## src/rtl/crrs_pkg.sv

```systemverilog
// Shared types and constants of the CAN receive router and bus supervisor.
// Used by the route cell, the route chain and the top level; no dependencies.
`timescale 1ns / 1ps
package crrs_pkg;

	localparam int ROUTES_PER_BUS = 16;
	localparam int BUSES          = 3;

	// Fixed field widths of the item, result and configuration ports.
	localparam int ID_W           = 11;
	localparam int TICK_W         = 32;
	localparam int BUS_IN_W       = 2;
	localparam int ROUTE_SLOT_W   = 4;
	localparam int MASK_W         = 3;
	localparam int CFG_W          = 32;
	localparam int PADDR_W        = 3;

	// Widths that follow from the table sizes.
	localparam int SLOT_W = (ROUTES_PER_BUS > 1) ? $clog2(ROUTES_PER_BUS) : 1;
	localparam int CNT_W  = $clog2(ROUTES_PER_BUS + 1);
	localparam int BUS_W  = (BUSES > 1) ? $clog2(BUSES) : 1;

	// Register indexes, taken from the word address.
	localparam logic REG_DEAD_TIMEOUT = 1'b0;
	localparam logic REG_REINIT       = 1'b1;

	localparam logic [CFG_W-1:0] DEAD_TIMEOUT_RST = 32'd100;
	localparam logic [CFG_W-1:0] REINIT_RST       = 32'd100;

	typedef enum logic [1:0] {
		OP_REG    = 2'd0,
		OP_RX     = 2'd1,
		OP_BUSOFF = 2'd2,
		OP_POLL   = 2'd3
	} op_t;

	// Search token that walks the row of route cells, one cell per cycle.
	typedef struct packed {
		logic              valid;
		logic              is_reg;
		logic [BUS_W-1:0]  bus;
		logic [ID_W-1:0]   id;
		logic [CNT_W-1:0]  count;
		logic [SLOT_W-1:0] pos;
		logic              hit;
		logic              wr;
		logic [SLOT_W-1:0] slot;
	} tok_t;

	// Per-bus vector fitted to the width of the mask fields.
	function automatic logic [MASK_W-1:0] fit_mask(input logic [BUSES-1:0] v);
		logic [MASK_W-1:0] r;
		r = '0;
		for (int i = 0; i < MASK_W; i++) begin
			if (i < BUSES) begin
				r[i] = v[i];
			end
		end
		return r;
	endfunction

endpackage

```

## src/rtl/can_rx_router_supervisor_top.sv

```systemverilog
// Top level of the CAN receive router and bus supervisor.
// Depends on crrs_pkg and crrs_route_chain.
`timescale 1ns / 1ps
//
// Items arrive on the request channel (req_valid, req_stall) and each gives
// exactly one result on the response channel (rsp_valid, rsp_stall). A
// transfer happens at a rising edge where valid is high and stall is low.
// One item is worked on at a time; req_stall is high while it is in hand.
// Route registration and received frames send a search token through a row
// of sixteen route cells, one cell per cycle, and its outcome is captured
// in the item registers before the result register. Bus-off events, polls
// and items for a bus that does not exist skip the row. Either way the next
// item can be taken as soon as the result appears. The result register
// is the only output stage: while the receiver stalls it holds the result,
// and a finished item waits for it to be taken before its result and state
// updates are committed.
// Reset clears the route counts, bus state and timers and sets both
// timeout registers to 100; the identifier tables need no clearing.
// The APB port takes writes of dead_timeout_ms at 0x0 and reinit_interval_ms
// at 0x4; the user must make them only while no item is in hand, as the
// block does not enforce this. pready is always high.
module can_rx_router_supervisor_top import crrs_pkg::*; (
	input  logic                    clk,
	input  logic                    arst_n,
	// Request channel.
	input  logic                    req_valid,
	output logic                    req_stall,
	input  logic [1:0]              op,
	input  logic [BUS_IN_W-1:0]     bus,
	input  logic [ID_W-1:0]         can_id,
	input  logic [TICK_W-1:0]       now_ms,
	input  logic                    silence_check,
	// Response channel.
	output logic                    rsp_valid,
	input  logic                    rsp_stall,
	output logic                    ok,
	output logic [ROUTE_SLOT_W-1:0] route_slot,
	output logic [MASK_W-1:0]       stop_mask,
	output logic [MASK_W-1:0]       restart_mask,
	output logic [MASK_W-1:0]       dead_mask,
	output logic                    all_online,
	// Configuration port.
	input  logic                    psel,
	input  logic                    penable,
	input  logic                    pwrite,
	input  logic [PADDR_W-1:0]      paddr,
	input  logic [CFG_W-1:0]        pwdata,
	output logic [CFG_W-1:0]        prdata,
	output logic                    pready
);

	// Configuration registers.
	logic [CFG_W-1:0] dead_timeout_q;
	logic [CFG_W-1:0] reinit_q;

	// Per-bus supervisor state.
	logic [CNT_W-1:0]  count_q [BUSES];
	logic [BUSES-1:0]  dead_q;
	logic [BUSES-1:0]  traffic_q;
	logic [TICK_W-1:0] silence_q [BUSES];
	logic [TICK_W-1:0] last_reinit_q [BUSES];

	// Item in hand.
	logic              busy_q;
	logic              scan_wait_q;
	op_t               op_q;
	logic              bus_ok_q;
	logic [BUS_W-1:0]  bidx_q;
	logic [TICK_W-1:0] now_q;
	logic              expect_q;
	logic              hit_q;
	logic              wr_q;
	logic [SLOT_W-1:0] slot_q;

	// Result register.
	logic                    rsp_valid_q;
	logic                    ok_q;
	logic [ROUTE_SLOT_W-1:0] slot_out_q;
	logic [MASK_W-1:0]       stop_q;
	logic [MASK_W-1:0]       restart_q;
	logic [MASK_W-1:0]       dead_out_q;
	logic                    online_q;

	logic              accept;
	logic              bus_ok;
	logic [BUS_W-1:0]  bidx;
	logic              needs_scan;
	logic              finish;
	logic              cfg_wr;
	tok_t              chain_in;
	tok_t              chain_out;

	// Next state and result of the item in hand.
	logic [CNT_W-1:0]  count_n [BUSES];
	logic [BUSES-1:0]  dead_n;
	logic [BUSES-1:0]  traffic_n;
	logic [TICK_W-1:0] silence_n [BUSES];
	logic [TICK_W-1:0] last_reinit_n [BUSES];
	logic              res_ok;
	logic [SLOT_W-1:0] res_slot;
	logic [BUSES-1:0]  res_stop;
	logic [BUSES-1:0]  res_restart;
	logic              res_online;
	logic              count_in_range;

	// Request side decode.
	assign accept     = req_valid && !req_stall;
	assign req_stall  = busy_q;
	assign bus_ok     = int'(bus) < BUSES;
	assign bidx       = BUS_W'(bus);
	assign needs_scan = bus_ok && ((op_t'(op) == OP_REG) || (op_t'(op) == OP_RX));
	assign finish     = busy_q && !scan_wait_q && (!rsp_valid_q || !rsp_stall);
	assign cfg_wr     = psel && penable && pwrite && pready;

	// Launch the search token straight from the request ports.
	always_comb begin
		chain_in        = '0;
		chain_in.valid  = accept && needs_scan;
		chain_in.is_reg = op_t'(op) == OP_REG;
		chain_in.bus    = bidx;
		chain_in.id     = can_id;
		chain_in.count  = bus_ok ? count_q[bidx] : '0;
	end

	crrs_route_chain u_chain (
		.clk     (clk),
		.arst_n  (arst_n),
		.tok_in  (chain_in),
		.tok_out (chain_out)
	);

	// Result and state update of the item in hand.
	always_comb begin
		logic              changed;
		logic              dead_v;
		logic [TICK_W-1:0] since_reinit;
		logic [TICK_W-1:0] since_silence;
		changed       = 1'b0;
		dead_v        = 1'b0;
		since_reinit  = '0;
		since_silence = '0;
		count_n       = count_q;
		dead_n        = dead_q;
		traffic_n     = traffic_q;
		silence_n     = silence_q;
		last_reinit_n = last_reinit_q;
		res_ok        = 1'b0;
		res_slot      = '0;
		res_stop      = '0;
		res_restart   = '0;
		res_online    = 1'b0;
		case (op_q)
			OP_REG: begin
				if (bus_ok_q && wr_q) begin
					res_ok           = 1'b1;
					res_slot         = slot_q;
					count_n[bidx_q]  = count_q[bidx_q] + CNT_W'(1);
				end
			end
			OP_RX: begin
				if (bus_ok_q) begin
					traffic_n[bidx_q] = 1'b1;
					if (hit_q) begin
						res_ok   = 1'b1;
						res_slot = slot_q;
					end
				end
			end
			OP_BUSOFF: begin
				if (bus_ok_q) begin
					res_stop[bidx_q] = 1'b1;
					dead_n[bidx_q]   = 1'b1;
					res_ok           = 1'b1;
				end
			end
			OP_POLL: begin
				// Each bus is judged on its own state only.
				for (int b = 0; b < BUSES; b++) begin
					changed       = traffic_q[b];
					dead_v        = dead_q[b] && !changed;
					since_reinit  = now_q - last_reinit_q[b];
					since_silence = now_q - silence_q[b];
					if (dead_v && (since_reinit >= reinit_q)) begin
						res_stop[b]      = 1'b1;
						res_restart[b]   = 1'b1;
						last_reinit_n[b] = now_q;
					end
					if (!expect_q || changed) begin
						traffic_n[b] = 1'b0;
						silence_n[b] = now_q;
					end else if (since_silence > dead_timeout_q) begin
						dead_v = 1'b1;
					end
					dead_n[b] = dead_v;
				end
				res_online = !(|dead_n);
			end
			default: begin
			end
		endcase
	end

	// Item control, scan capture and result register.
	always_ff @(posedge clk or negedge arst_n) begin
		if (!arst_n) begin
			busy_q      <= 1'b0;
			scan_wait_q <= 1'b0;
			rsp_valid_q <= 1'b0;
		end else begin
			if (accept) begin
				busy_q      <= 1'b1;
				scan_wait_q <= needs_scan;
			end else begin
				if (chain_out.valid) begin
					scan_wait_q <= 1'b0;
				end
				if (finish) begin
					busy_q <= 1'b0;
				end
			end
			if (finish) begin
				rsp_valid_q <= 1'b1;
			end else if (!rsp_stall) begin
				rsp_valid_q <= 1'b0;
			end
		end
	end

	// Payload of the item in hand and of the result.
	always_ff @(posedge clk) begin
		if (accept) begin
			op_q     <= op_t'(op);
			bus_ok_q <= bus_ok;
			bidx_q   <= bidx;
			now_q    <= now_ms;
			expect_q <= silence_check;
			hit_q    <= 1'b0;
			wr_q     <= 1'b0;
			slot_q   <= '0;
		end else if (chain_out.valid) begin
			hit_q  <= chain_out.hit;
			wr_q   <= chain_out.wr;
			slot_q <= chain_out.slot;
		end
		if (finish) begin
			ok_q       <= res_ok;
			slot_out_q <= ROUTE_SLOT_W'(res_slot);
			stop_q     <= fit_mask(res_stop);
			restart_q  <= fit_mask(res_restart);
			dead_out_q <= fit_mask(dead_n);
			online_q   <= res_online;
		end
	end

	// Supervisor state is committed when the item's result is stored.
	always_ff @(posedge clk or negedge arst_n) begin
		if (!arst_n) begin
			dead_q    <= '0;
			traffic_q <= '0;
			for (int b = 0; b < BUSES; b++) begin
				count_q[b]       <= '0;
				silence_q[b]     <= '0;
				last_reinit_q[b] <= '0;
			end
		end else if (finish) begin
			dead_q        <= dead_n;
			traffic_q     <= traffic_n;
			count_q       <= count_n;
			silence_q     <= silence_n;
			last_reinit_q <= last_reinit_n;
		end
	end

	// Configuration registers.
	always_ff @(posedge clk or negedge arst_n) begin
		if (!arst_n) begin
			dead_timeout_q <= DEAD_TIMEOUT_RST;
			reinit_q       <= REINIT_RST;
		end else if (cfg_wr) begin
			case (paddr[2])
				REG_DEAD_TIMEOUT: dead_timeout_q <= pwdata;
				REG_REINIT:       reinit_q       <= pwdata;
				default: begin
				end
			endcase
		end
	end

	assign prdata = (paddr[2] == REG_REINIT) ? reinit_q : dead_timeout_q;
	assign pready = 1'b1;

	assign rsp_valid    = rsp_valid_q;
	assign ok           = ok_q;
	assign route_slot   = slot_out_q;
	assign stop_mask    = stop_q;
	assign restart_mask = restart_q;
	assign dead_mask    = dead_out_q;
	assign all_online   = online_q;

	// Route counts never pass the table size.
	always_comb begin
		count_in_range = 1'b1;
		for (int b = 0; b < BUSES; b++) begin
			if (count_q[b] > CNT_W'(ROUTES_PER_BUS)) begin
				count_in_range = 1'b0;
			end
		end
	end

	// A token only leaves the row while its item waits for it.
	a_token_expected: assert property (@(posedge clk) disable iff (!arst_n)
		chain_out.valid |-> scan_wait_q)
		else $error("search token left the route row with no scan pending");

	// A scan is only pending for an item in hand.
	a_scan_in_hand: assert property (@(posedge clk) disable iff (!arst_n)
		scan_wait_q |-> busy_q)
		else $error("scan pending with no item in hand");

	// A transfer on the request side always leaves an item in hand.
	a_accept_busy: assert property (@(posedge clk) disable iff (!arst_n)
		(req_valid && !req_stall) |=> busy_q)
		else $error("accepted item was not taken in hand");

	a_count_range: assert property (@(posedge clk) disable iff (!arst_n)
		count_in_range)
		else $error("route count exceeds table size");

endmodule

```

## src/rtl/crrs_cell.sv

```systemverilog
// One route cell: holds one slot of every bus's identifier table.
// Depends on crrs_pkg for the token type and widths.
`timescale 1ns / 1ps
module crrs_cell import crrs_pkg::*; (
	input  logic clk,
	input  logic arst_n,
	input  tok_t tok_in,
	output tok_t tok_out
);

	logic [ID_W-1:0] ids_q [BUSES];
	tok_t            tok_q;
	tok_t            tok_nxt;
	logic            in_use;
	logic            match;
	logic            do_wr;

	// Compare against the stored identifier, or claim the first free slot.
	always_comb begin
		in_use  = CNT_W'(tok_in.pos) < tok_in.count;
		match   = in_use && (ids_q[tok_in.bus] == tok_in.id);
		do_wr   = tok_in.valid && tok_in.is_reg && !tok_in.hit
			&& (CNT_W'(tok_in.pos) == tok_in.count);
		tok_nxt = tok_in;
		tok_nxt.pos = tok_in.pos + SLOT_W'(1);
		if (tok_in.valid && match && !tok_in.hit) begin
			tok_nxt.hit  = 1'b1;
			tok_nxt.slot = tok_in.pos;
		end
		if (do_wr) begin
			tok_nxt.wr   = 1'b1;
			tok_nxt.slot = tok_in.pos;
		end
	end

	// Identifier storage needs no reset: only slots below the count are read.
	always_ff @(posedge clk) begin
		if (do_wr) begin
			ids_q[tok_in.bus] <= tok_in.id;
		end
	end

	// The token moves on to the next cell every cycle.
	always_ff @(posedge clk or negedge arst_n) begin
		if (!arst_n) begin
			tok_q <= '0;
		end else begin
			tok_q <= tok_nxt;
		end
	end

	assign tok_out = tok_q;

endmodule

```

## src/rtl/crrs_route_chain.sv

```systemverilog
// Row of route cells, one per slot, through which the search token passes.
// Depends on crrs_pkg and crrs_cell.
`timescale 1ns / 1ps
module crrs_route_chain import crrs_pkg::*; (
	input  logic clk,
	input  logic arst_n,
	input  tok_t tok_in,
	output tok_t tok_out
);

	tok_t link [ROUTES_PER_BUS + 1];

	assign link[0] = tok_in;

	// Cell k holds slot k; the token leaves the last cell after one full pass.
	for (genvar k = 0; k < ROUTES_PER_BUS; k++) begin : g_cell
		crrs_cell u_cell (
			.clk     (clk),
			.arst_n  (arst_n),
			.tok_in  (link[k]),
			.tok_out (link[k+1])
		);
	end

	assign tok_out = link[ROUTES_PER_BUS];

endmodule
```

## config.mk

```make
export PLATFORM = sky130hd
export DESIGN_NAME = can_rx_router_supervisor_top
export DESIGN_NICKNAME = d
export VERILOG_FILES = /design/src/rtl/crrs_pkg.sv /design/src/rtl/can_rx_router_supervisor_top.sv /design/src/rtl/crrs_cell.sv /design/src/rtl/crrs_route_chain.sv
export SDC_FILE = /design/constraint.sdc
export NUM_CORES = 2
export LEC_CHECK = 0
export ABC_CLOCK_PERIOD_IN_PS = 8300
export BUFFER_PORTS_ARGS = -buffer_cell sky130_fd_sc_hd__buf_2
export CORE_MARGIN = 5
export CORE_UTILIZATION = 43
export CTS_BUF_LIST = sky130_fd_sc_hd__clkbuf_16
export DETAILED_ROUTE_END_ITERATION = 12
export PLACE_DENSITY = 0.63
export SYNTH_ARGS = -nofsm -noshare
export SYNTH_HDL_FRONTEND = slang
export SYNTH_SLANG_ARGS = --single-unit
```

## constraint.sdc

```tcl
create_clock -name clk -period 8.3 [get_ports clk]
set_input_delay 0.415 -clock clk [delete_from_list [all_inputs] [get_ports clk]]
set_output_delay 0.415 -clock clk [all_outputs]
set_load 0.02 [all_outputs]
```

==> out/qor.yml <==
clock_network:
  htreeDepth: 4
  post_cts_buffers: 0
  cts.path.max_buffers: 3
  clock_sinks: 1308
  cts_made_buffers: 139
  clk_pin_slew_worst_paths_ns: 0.06
  clk-insertion-delay-late_ns: 0.77
  tritoncts: "built"
  cts_root_buffer: "clkbuf_16"
run:
  drv_cap: 0
route:
  dr_total_vias: 38407
  highest_layer: "met4"
  drt-total-wl_mm: 133.7
  route.detailed.drc: 0
  wl_per_cell_um: 18.09
  wl_met1_mm: 62.05
  initialDrtViolationCount: 2521
  dr_wl_met3_mm: 6.826
  avgViaCountPerCell: 5.196
  drtAntennaViolNets: 0
  met2_wirelength_mm: 60.79
  firstDrtPassIters: 5
sta:
  slew_viol_final: 0
  grt_setup_unrepaired: "false"
  fmax_mhz: 145.4
  min_period_over_period_pct: 82.86
  setup-tns-final_ns: 0
  tightest_slew_ns: 1.148
  finClkSkew_ns: 0.03612
  post-route-min-period_ns: 6.878
  setup_viol_count_final: 0
  hold_viol: 0
  relSlewSlack_pct: 22.97
worst_setup_path:
  critPathSlowestCell: "a311oi_1"
  cp_cell_sequence: "inv_1, ha_1, inv_1, fa_1, a21o_1, a21oi_1, o21ai_0, a311oi_1, o31ai_1, a31o_2, a211oi_1, o21bai_1, a21bo_2, xor2_1, ha_1, nand4_1, or3_1, nor4_1, a31oi_1, or3b_2, nor3_4, buf_4, mux2_2"
  crit_path_start_kind: "flip-flop"
  r2r_start: "now_q[0]$_DFFE_PP_"
  worstPathRequired_ns: 8.94
  crit_path_end_kind: "flip-flop"
  worstSetupPathType: "flip-flop to flip-flop"
  cp_top_family: "compound AO/OA/AOI/OAI gates"
  crit_start: "now_q[0]$_DFFE_PP_"
  path_buf_inv: 3
  max_stage_delay_ns: 0.61
  cp.arrival_ns: 7.52
  crit_fanout: 32
pwr:
  vdd_drop_max_mv: 0.2151
  total_power_w: 0.02318
  p_leak_nw: 30.46
  powerDensity_mw_per_mm2: 327.7
floorplanning:
  initial_core_util_pct: 43.26
  num_rows: 139
  die_h_um: 390.2
  placeableCoreArea_mm2: 0.1437
  dieArea_mm2: 0.1522
  io_pins: 140
  die_x_um: 390.2
logic_synthesis:
  synth_edf_count: 581
  yosysSeqAreaShare_pct: 57.31
  synth-warning-count: 0
  yosys_register_bits: 1308
  yosys.area.top_type: "dfrtp_1"
  synth.most_common_cell: "dfrtp_1"
  avgSynthCellArea_um2: 12.27
  syn_area_mm2: 0.06215
  synthTopCellsByCount: "dfrtp_1, edfxtp_1, ha_1"
  ys_types: 81
  synth.top_cell.area_share_pct: 28.79
  synth-async-reset-ratio_pct: 55.12
  synth_area_leaders: "dfrtp_1, edfxtp_1, ha_1"
  synthCells: 5064
  ys.flop_type: "dfrtp_1"
status:
  status: "finished, final reports clean"
finish:
  fin_nets: 5912
  layout-drive-gt1-share_pct: 12.63
  syn_to_final_growth_pct: 13.79
  final_core_util_pct: 49.23
global_route:
  grt_pass1_wl_mm: 212.7
  grt_overflow: 0
  grt_max_degree: 152
  grt_use_total_pct: 17.57
  grt_pass1_vias: 37835
  antenna_found_initial: 7
hold_path:
  holdCritStartpoint: "bus[0]"
  hold_class: "input pin to flip-flop"
placement:
  gp_congestion: 0.8713
  dp_hpwl_mm: 96.16
  port_buffers: 136
[worst reg2reg max path, delay by kind of cell (launching register included)]
family,cells,cell delay [ns]
mux,1,0.42
compound gates,10,2.58
flops,1,0.41
buf+inv,3,0.78
fa+ha+maj,3,0.93
simple gates,5,1.50
xor+xnor,1,0.14
[registers in the layout, summed over array words and instances, names as in the netlist, 2 cells and up]
register	flops
bidx_q	2
reinit_q	32
u_chain.g_cell.u_cell.ids_q	528
restart_mask	3
silence_q	96
traffic_q	3
dead_mask	3
route_slot	4
op_q	2
slot_q	4
u_chain.g_cell.u_cell.tok_out	441
dead_q	3
count_q	15
dead_timeout_q	32
last_reinit_q	96
stop_mask	3
now_q	32
[kinds of logic after synthesis]
| family | after synthesis | share of synthesized area [%] |
|---|---|---|
| compound gates | 1032 | 10.12 |
| simple gates | 1000 | 7.908 |
| mux | 434 | 7.477 |
| buf+inv | 473 | 2.877 |
| fa+ha+maj | 452 | 9.172 |
| xor+xnor | 364 | 5.130 |
| other cells | 1 | 0.006034 |
| flops | 1308 | 57.31 |
[where the power goes]
| group | switching [W] | leakage, nW | internal [W] |
|---|---|---|---|
| clock | 0.00264 | 2.31 | 0.00344 |
| sequential | 0.000606 | 14.4 | 0.00753 |
| combinational | 0.00499 | 13.8 | 0.00397 |
[stage by stage]
step | std cells | setup WS [ns] | hold WS [ns] | cell area [um^2]
after floorplan | 5065 | 2.655 | 0.1194 | 62150
after global placement | 7050 | 1.606 | 0.3577 | 65340
after detailed placement | 7050 | 1.533 | 0.3640 | 65340
after CTS | 7390 | 1.480 | 0.05402 | 70710
after global routing | 7391 | 1.091 | 0.08595 | 70720
final | 7392 | 1.422 | 0.1226 | 70720
[final cells by class]
cell class              instances  area, um^2
well taps                    1903        2381
diodes                          2       5.005
clock inverters               116        1002
fillers                     12658       72940
inverters                     358        1344
flip-flops and latches       1308       35620
multi-input cells            3284       24820
repair buffers                279        1994
clock buffers                 142        3553
[path summary, 6_finish.rpt]
check	to	slack (ns)	depth (start not counted)
max in group asynchronous	count_q[7]$_DFFE_PN0P_	5.90	4
worst max-delay path	last_reinit_q[9]$_DFFE_PN0P_	1.42	23
worst max register to register	last_reinit_q[9]$_DFFE_PN0P_	1.42	23
worst min-delay path	u_chain.g_cell[0].u_cell.tok_out[26]$_DFF_PN0_	0.12	1
min in group asynchronous	silence_q[29]$_DFFE_PN0P_	0.23	2
worst min register to register	u_chain.g_cell[14].u_cell.tok_out[10]$_DFF_PN0_	0.36	0
[repair_timing]
| action | CTS | global route |
|---|---|---|
| endpoints found under the hold margin | 225 | 0 |
| gates resized for setup | 0 | 0 |
| hold buffers | 82 | 0 |
[per-layer routing]
layer	vias up	GRT usage, %
met5	-	0
met4	0	5.722
met3	220	3.720
met2	685	27.58
met1	18638	24.52
li1	18864	-
[layout by cell type (no fill, tap or decap), types with 16 or more instances in the layout]
cell / n
a211oi_1: 22
a21o_1: 153
a21oi_1: 234
and3_1: 25
buf_2: 135
buf_4: 59
clkbuf_16: 142
clkinv_1: 31
clkinv_2: 16
dfrtp_1: 715
dlygate4sd3_1: 82
edfxtp_1: 581
ha_1: 446
inv_1: 384
mux2_2: 242
mux2i_1: 192
nand2_1: 418
nand2b_1: 67
nand3_1: 63
nand4_1: 50
nor2_1: 132
nor2b_1: 44
nor3_1: 30
nor3b_1: 33
nor4_1: 58
o21a_1: 52
o21ai_0: 408
o21bai_1: 22
xnor2_1: 139
xor2_1: 225
Note: power is estimated with default switching activity, not from simulation.
